<file path="src/gph_ram.sv">
// Generic simple dual-port RAM: one write port, one read port with the
// read data registered. No dependencies.
`default_nettype none

module gph_ram #(
  parameter int unsigned WIDTH = 8,
  parameter int unsigned DEPTH = 16,
  localparam int unsigned AW = (DEPTH > 1) ? $clog2(DEPTH) : 1
) (
  input  wire logic             clk_i,
  input  wire logic             we_i,
  input  wire logic [AW-1:0]    waddr_i,
  input  wire logic [WIDTH-1:0] wdata_i,
  input  wire logic             re_i,
  input  wire logic [AW-1:0]    raddr_i,
  output logic      [WIDTH-1:0] rdata_o
);

  logic [WIDTH-1:0] mem_q [DEPTH];

  always_ff @(posedge clk_i) begin
    if (we_i) begin
      mem_q[waddr_i] <= wdata_i;
    end
    if (re_i) begin
      rdata_o <= mem_q[raddr_i];
    end
  end

endmodule

`default_nettype wire

</file>
<file path="config.mk">
export PLATFORM = sky130hd
export DESIGN_NAME = gph_ram
export DESIGN_NICKNAME = d
export VERILOG_FILES = /design/src/gph_ram.sv
export SDC_FILE = /design/constraint.sdc
export NUM_CORES = 1
export LEC_CHECK = 0
export BUFFER_PORTS_ARGS = -buffer_cell sky130_fd_sc_hd__buf_2
export CAP_MARGIN = 20
export CORE_MARGIN = 2
export CORE_UTILIZATION = 40
export CTS_BUF_LIST = sky130_fd_sc_hd__clkbuf_8
export DETAILED_ROUTE_END_ITERATION = 16
export MAX_ROUTING_LAYER = met4
export PLACE_DENSITY = 0.66
export SYNTH_ARGS = -nofsm -noshare
export SYNTH_HDL_FRONTEND = slang
export SYNTH_SLANG_ARGS = --single-unit
</file>
<file path="constraint.sdc">
create_clock -name clk_i -period 2.3 [get_ports clk_i]
set_clock_uncertainty 0.2 [all_clocks]
set_input_delay 0.46 -clock clk_i [delete_from_list [all_inputs] [get_ports clk_i]]
set_output_delay 0.46 -clock clk_i [all_outputs]
set_load 0.05 [all_outputs]
</file>
After elaboration in Yosys (flattened, before gate mapping)
Memories as Yosys holds them, arrays and structs flattened. A register that Yosys moved wholly into a read port is not among the register bits.
Index checks and enable logic that the tools add are counted.
- logic and storage cells: 3
- memory bits (writable): 128
- output and inout bits: 8
- bits of input ports: 19
- memories: 1
- bits in registers: 0
- muxes and demuxes: 2
- memories (memory ; depth ; bits a word ; rd ports ; clocked after memory_dff ; wr ports ; RTL line ; RTL):
    mem_q ; 16 ; 8 ; 1 ; 1 ; 1 ; 19 ; logic [WIDTH-1:0] mem_q [DEPTH];
- operators with widths (kind ; number):
    $mux 1 ; 2

Longest topological paths before layout
Gate-level depths: netlist of run 1.
- word-level depth: 2
- mapped depth: 5
- depth with buffers taken out: 3

Worst setup path after synthesis of run 1
Ideal clock, no wire load.
- path kind: in2reg
- start point: in waddr_i[2]
- end point: mem mem_q[0][0], enable pin
- path buffers: 0
- setup slack: 0.147 ns
- stages: 2
- library setup time: 0.383 ns
- arrival time: 1.570 ns
- data required time: 1.717 ns
- cells stage by stage: or3b_2 -> nor3_1
- RTL lines (what ; RTL line ; RTL):
    start, declared ; 12 ; input wire logic [AW-1:0] waddr_i,
    end, declared ; 19 ;
No word-level cell before the write port.

==> run metrics, run 1 <==
outcome complete, no violations; CP cell instances buf_2 > buf_12 > mux4_1 > a22oi_1 > nand2_1; DR iter-0 viols 319; initial antenna violation count 0; # DRC 0; clk sinks around 140; Synth Instances ~230; number of diodes 0; RSZ-0062 raised after global routing false; critical path data arrival time ~1800 ps; Yosys reg bits around 140; Final period util 0.7783; Yosys cell types 18; mux share of post-synthesis cell area 0.1479; post-DR wirelength/cell ~20 µm; commonest non-fill, non-tap cells in the layout edfxtp_1 (136), buf_2 (26), buf_4 (21); Worst setup SP type primary input; Seq pwr share 0.529; Clk pwr share 0.414; crit-path max FO 17; sequential element share of the synthesized area 0.7812; simple-gate share of the synthesized area 0.03135; Peak Freq between 500 and 600 MHz; nets ~310; Worst setup endpoint rdata_o[2]; worst path required time 2290 ps; Synth Area in Compound Gates 0.02298; initial core utilization 0.4126; Sw Ratio 0.2068; RR Endpoint rdata_o[3]; Pre-antenna DRT Iters 4; vias around 2.4k; Clock transition at path regs roughly 80 ps; Area Overhead vs Synth 17.88%; DIE WIDTH 118.3 µm; gpl congestion roughly 0.78; cell taking the most area after synthesis edfxtp_1; endpoints failing setup 0; port bufs 26; share of layout cells above drive strength 1 0.3289; pwr dens about 860 mW/mm²; non-filler instance count after layout 473; Psw between 0.001 and 0.0015 W; CTS tree built; CP startpoint raddr_i[0]; H-tree depth 4; Synth Area in Adders 0; reg2reg setup slack 610 ps; CP Depth 5; Synth Area in XOR/XNOR 0; Die Area roughly 0.014 mm²; Die Y-Extent roughly 120 µm; CP max-delay cell mux4_1; vias per inst approximately 5; HP Class primary input to flip-flop; max-slew violations 0; combinational share of power 0.057; Static Leak roughly 2.1 nW; Hold Crit Start re_i; Site Rows approximately 40; Yosys top cell area share 0.7812; placed instance count between 400 and 500; Final Hold Viols 0; All-Layer GR Usage 0.1562; Floorplan Core Area approximately 0.013 mm²; clk buf depth 2; critical path's top delay family multiplexers; Final Critical Period 1790 ps; CTS-repair resized insts 0; Fillers between 1k and 1.5k; CTS Root Cell clkbuf_8; Crit path largest cell delay 620 ps; synthesized net count 248; vias in the first global route 2,569; commonest non-fill, non-tap cell in the layout edfxtp_1; synthesis warning total 0; clock latency on the worst-skew pair between 400 and 500 ps; Avg Synthesized Cell Area approximately 23 µm²; Rel. slew slack 0.7486; max_cap viols 0; cts-stage hold buffer count 0; post-CTS setup buffers 0; Detail Route Antenna Nets 0; VDD IR max 0.3191 mV; Pwr Total roughly 0.0053 W; largest family of logic cells by synthesized area multiplexers; Setup TNS 0 ps; R2R Path Start mem_q[0][3]; hpwl dp roughly 6400 µm; Critical Path End Type flip-flop; internal power ~0.0042 W; CTS buffer count 17; GR Overflow Total 0; Worst Setup Path Type primary input to flip-flop; reg2reg path depth 3; Routed WL 9580 µm; post-synthesis cell area roughly 0.0052 mm²; io pins 27; top post-synthesis cells by area edfxtp_1 (78%), mux4_2 (7.8%), mux4_1 (7.0%); worst-margin pin slew about 380 ps; global-route wire length before repair between 15,000 and 20,000 µm; Crit path buffers/inverters 2; largest net degree at the start of global routing 33
==> metal layers <==
metal / vias to the layer above / wire length [µm] / part of all wire / global-route usage
li1: 1100 / - / - / -
met1: 1234 / 4179 / 0.44 / 0.2020
met5: - / 0 / 0 / -
met4: 0 / 95 / 0.0099 / 0.07605
met2: 86 / 4735 / 0.49 / 0.2352
met3: 6 / 569 / 0.059 / 0.03523
==> worst reg2reg max path, cell delays in order, from the launching register on <==
cell and delay [ps]:
edfxtp_1 370, mux4_1 510, a22oi_1 280, nand2_1 90
==> stage by stage <==
stage	hold slack, ps	setup WS [ps]	instance area [µm²]	utilization
after floorplan	358.9	147.1	5228	-
final	186.1	509.9	6162	0.4863
after global routing	172.3	442.5	6162	0.4863
after detailed placement	541.2	14.82	5704	0.4502
after CTS	167.8	496.3	6162	0.4863
after global placement	528.2	38.09	5704	0.4502
==> synth_stat cells <==
cell type,instances
edfxtp_1,136
mux4_2,18
a22oi_1,16
mux4_1,14
nor2_1,13
nand2_1,9
nor3_1,4
buf_2,3
buf_6,3
clkdlybuf4s25_2,3
nand2b_1,2
nand3b_1,2
and2_1,1
and2b_1,1
buf_4,1
nand3_1,1
nor2b_1,1
or3b_2,1
==> power groups by stage <==
stage / sequential (W) / combinational (W) / clock [W]
6_report: 0.00280 / 0.000299 / 0.00219
2_1_floorplan: 0.00290 / 0.000141 / 0
3_5_place_dp: 0.00286 / 0.000304 / 0
4_1_cts: 0.00280 / 0.000305 / 0.00223
3_3_place_gp: 0.00286 / 0.000300 / 0
5_1_grt: 0.00281 / 0.000327 / 0.00235
==> sequential cells by signal (all words and copies together), names as in the netlist <==
signal	flops
rdata_o	8
mem_q	128
==> cell families after synthesis <==
| group | count (synthesis) |
|---|---|
| AO/OA/AOI/OAI | 16 |
| buffers and inverters | 10 |
| flip-flops | 136 |
| multiplexers | 32 |
| AND/OR/NAND/NOR | 35 |
==> layout make-up <==
type / instances / area, µm² / area share
clock buffers: 17 / 234.0 / 0.03797
well taps: 172 / 215.2 / 0.03492
flip-flops and latches: 136 / 4084 / 0.6627
repair buffers: 50 / 347.8 / 0.05645
clock inverters: 15 / 224.0 / 0.03635
multi-input cells: 83 / 1057 / 0.1716
==> worst min-delay path by stage <==
stage / cells after the start / to / slack (ps)
2_1_floorplan: 0 / mem_q[0][0] / 360
3_3_place_gp: 3 / rdata_o[1] / 530
3_5_place_dp: 3 / rdata_o[1] / 540
4_1_cts: 1 / rdata_o[5] / 170
5_1_grt: 1 / rdata_o[1] / 170
6_report: 1 / rdata_o[5] / 190
Power figures use the tool's default switching activity.
==> inputs of run 2 (changes only) <==
==> constraint.sdc (replaced) <==
create_clock -name clk_i -period 1.7 [get_ports clk_i]
set_clock_uncertainty 0.2 [all_clocks]
set_input_delay 0.34 -clock clk_i [delete_from_list [all_inputs] [get_ports clk_i]]
set_output_delay 0.34 -clock clk_i [all_outputs]
set_load 0.05 [all_outputs]
==> run 2 against run 1 <==
Effect of this change: sequential power is 36% higher; utilization down 1.3 points; hold slack worse by 84 ps; register-to-register slack got worse by 550 ps; sequential share of layout area up 1.9 points; clock-buffer cell count unchanged; die area did not move; non-clock buffer count unchanged; final area shrank 2.8%; wire length rose by 3.7%; first-iteration DRC count down 8.5%; critical path type is now flip-flop to output pin.
==> run metrics, run 2 (synthesis results as in run 1) <==
Detail Route Antenna Nets 0; Hold Crit Start re_i; Pwr Total between 0.006 and 0.007 W; Multi-input gate area around 0.0010 mm²; CTS buffer count 17; post-DR wirelength/cell 21.13 µm; number of diodes 0; RSZ-0062 raised after global routing false; commonest non-fill, non-tap cell in the layout edfxtp_1; global-route wire length before repair roughly 15,000 µm; Rel. slew slack 0.3974; outcome complete, no violations; Area Overhead vs Synth 14.62%; Static Leak 1.958 nW; # DRC 0; Top Registers mem_q (128), rdata_o (8); Finished Cell Area between 0.005 and 0.006 mm²; CP max-delay cell edfxtp_1; cts-stage hold buffer count 0; vias in the first global route between 2k and 3k; hpwl dp 6407 µm; R2R Path Start mem_q[0][6]; max-slew violations 0; Worst Hold Depth 1; initial core utilization 0.4126; Clk pwr share 0.319; worst-margin pin slew around 900 ps; Pre-antenna DRT Iters 4; CTS tree built; pwr dens 1037 mW/mm²; Sw Ratio 0.2164; Crit path buffers/inverters 1; worst path required time 1160 ps; Min-Delay Endpoint rdata_o[3]; DR iter-0 viols 292; Site Rows 41; Psw between 0.001 and 0.0015 W; Placed Area 0.005683 mm²; VDD IR max a little over 0.5 mV; commonest non-fill, non-tap cells in the layout edfxtp_1 (136), mux4_2 (31), buf_2 (25); crit-path max FO 1; reg2reg path depth 3; Floorplan Core Area about 0.013 mm²; Die Y-Extent 118.3 µm; Final period util 0.9687; vias approximately 2.4k; reg2reg setup slack ~60 ps; final core occ 0.4729; io pins 27; placed instance count 441; hold slack between 100 and 150 ps; clk buf depth 2; initial antenna violation count 0; Final Hold Viols 0; gpl congestion between 0.7 and 0.8; combinational share of power 0.069; Peak Freq 607.3 MHz; vias per inst around 5.2; Final Critical Period between 1500 and 2000 ps; port bufs 26; Routed WL around 9900 µm; flip-flop count of the largest register after layout roughly 130; nets a little over 300; All-Layer GR Usage 0.1582; Reg with most FFs mem_q; Crit path largest cell delay roughly 390 ps; clk sinks around 140; Fillers 1,075; RR Endpoint rdata_o[6]; CP cell instances buf_2; endpoints failing setup 0; critical path data arrival time 1110 ps; DIE WIDTH between 100 and 150 µm; internal power around 0.0049 W; Clock transition at path regs 70 ps; non-filler instance count after layout between 400 and 500; critical path's top delay family flip-flops; GR Overflow Total 0; clock latency on the worst-skew pair roughly 430 ps; max_cap viols 0; Seq pwr share 0.612; Die Area 0.01400 mm²; Worst setup SP type flip-flop; Reg area 0.004084 mm²; CTS Root Cell clkbuf_8; share of layout cells above drive strength 1 0.3658; H-tree depth 4; Worst Setup Path Type flip-flop to output pin; largest net degree at the start of global routing 17; Critical Path End Type output pin; HP Class primary input to flip-flop
-- run 2: changes by cell type in the layout (fill, tap and decap cells not counted), sizes merged --
cell / before / now
inv: 3 / 2
clkinv: 4 / 10
clkinvlp: 3 / 0
bufinv: 5 / 0
-- run 2: power by group through the flow --
stage	registers [W]	clock network (W)	logic, W
after global routing	0.00380	0.00217	0.000465
after detailed placement	0.00387	0	0.000428
after floorplan	0.00392	0	0.000208
after global placement	0.00387	0	0.000420
final	0.00380	0.00198	0.000431
after CTS	0.00380	0.00203	0.000430
-- run 2: routing by layer --
metal	global-route usage	routed length, µm	vias up
li1	-	-	1082
met1	0.2065	4332	1286
met2	0.2392	4967	73
met3	0.04440	595	4
met4	0.05648	34	0
met5	-	0	-
-- run 2: timing repair --
action / CTS / global route
setup buffers: 0 / 0
pin swaps: 0 / 0
resized for setup: 1 / 6
setup endpoints to repair: 1 / 5
cloned: 0 / 0
-- run 2: layout make-up --
type                            count  share of cell area
Clock buffer                       17             0.03905
Clock inverter                     12            0.007935
Multi-Input combinational cell     83              0.1750
Sequential cell                   136              0.6816
Tap cell                          172             0.03592
Timing Repair Buffer               50             0.06056
-- run 2: worst max path at each step --
stage | from | end | slack [ps] | cells past startpoint
3_5_place_dp | raddr_i[0] | rdata_o[3] | -480 | 6
4_1_cts | rdata_o[2] | rdata_o[2] | 20 | 1
6_report | rdata_o[7] | rdata_o[7] | 50 | 1
3_3_place_gp | raddr_i[0] | rdata_o[3] | -500 | 6
2_1_floorplan | waddr_i[2] | mem_q[3][0] | -110 | 2
5_1_grt | rdata_o[7] | rdata_o[7] | 1 | 1
-- run 2: through the flow --
step	setup WS [ps]	TNS [ps]
after floorplan	-106.1	-3575
after global placement	-495.1	-5344
after detailed placement	-482.0	-5594
after CTS	15.75	0
after global routing	1.194	0
final	53.26	0
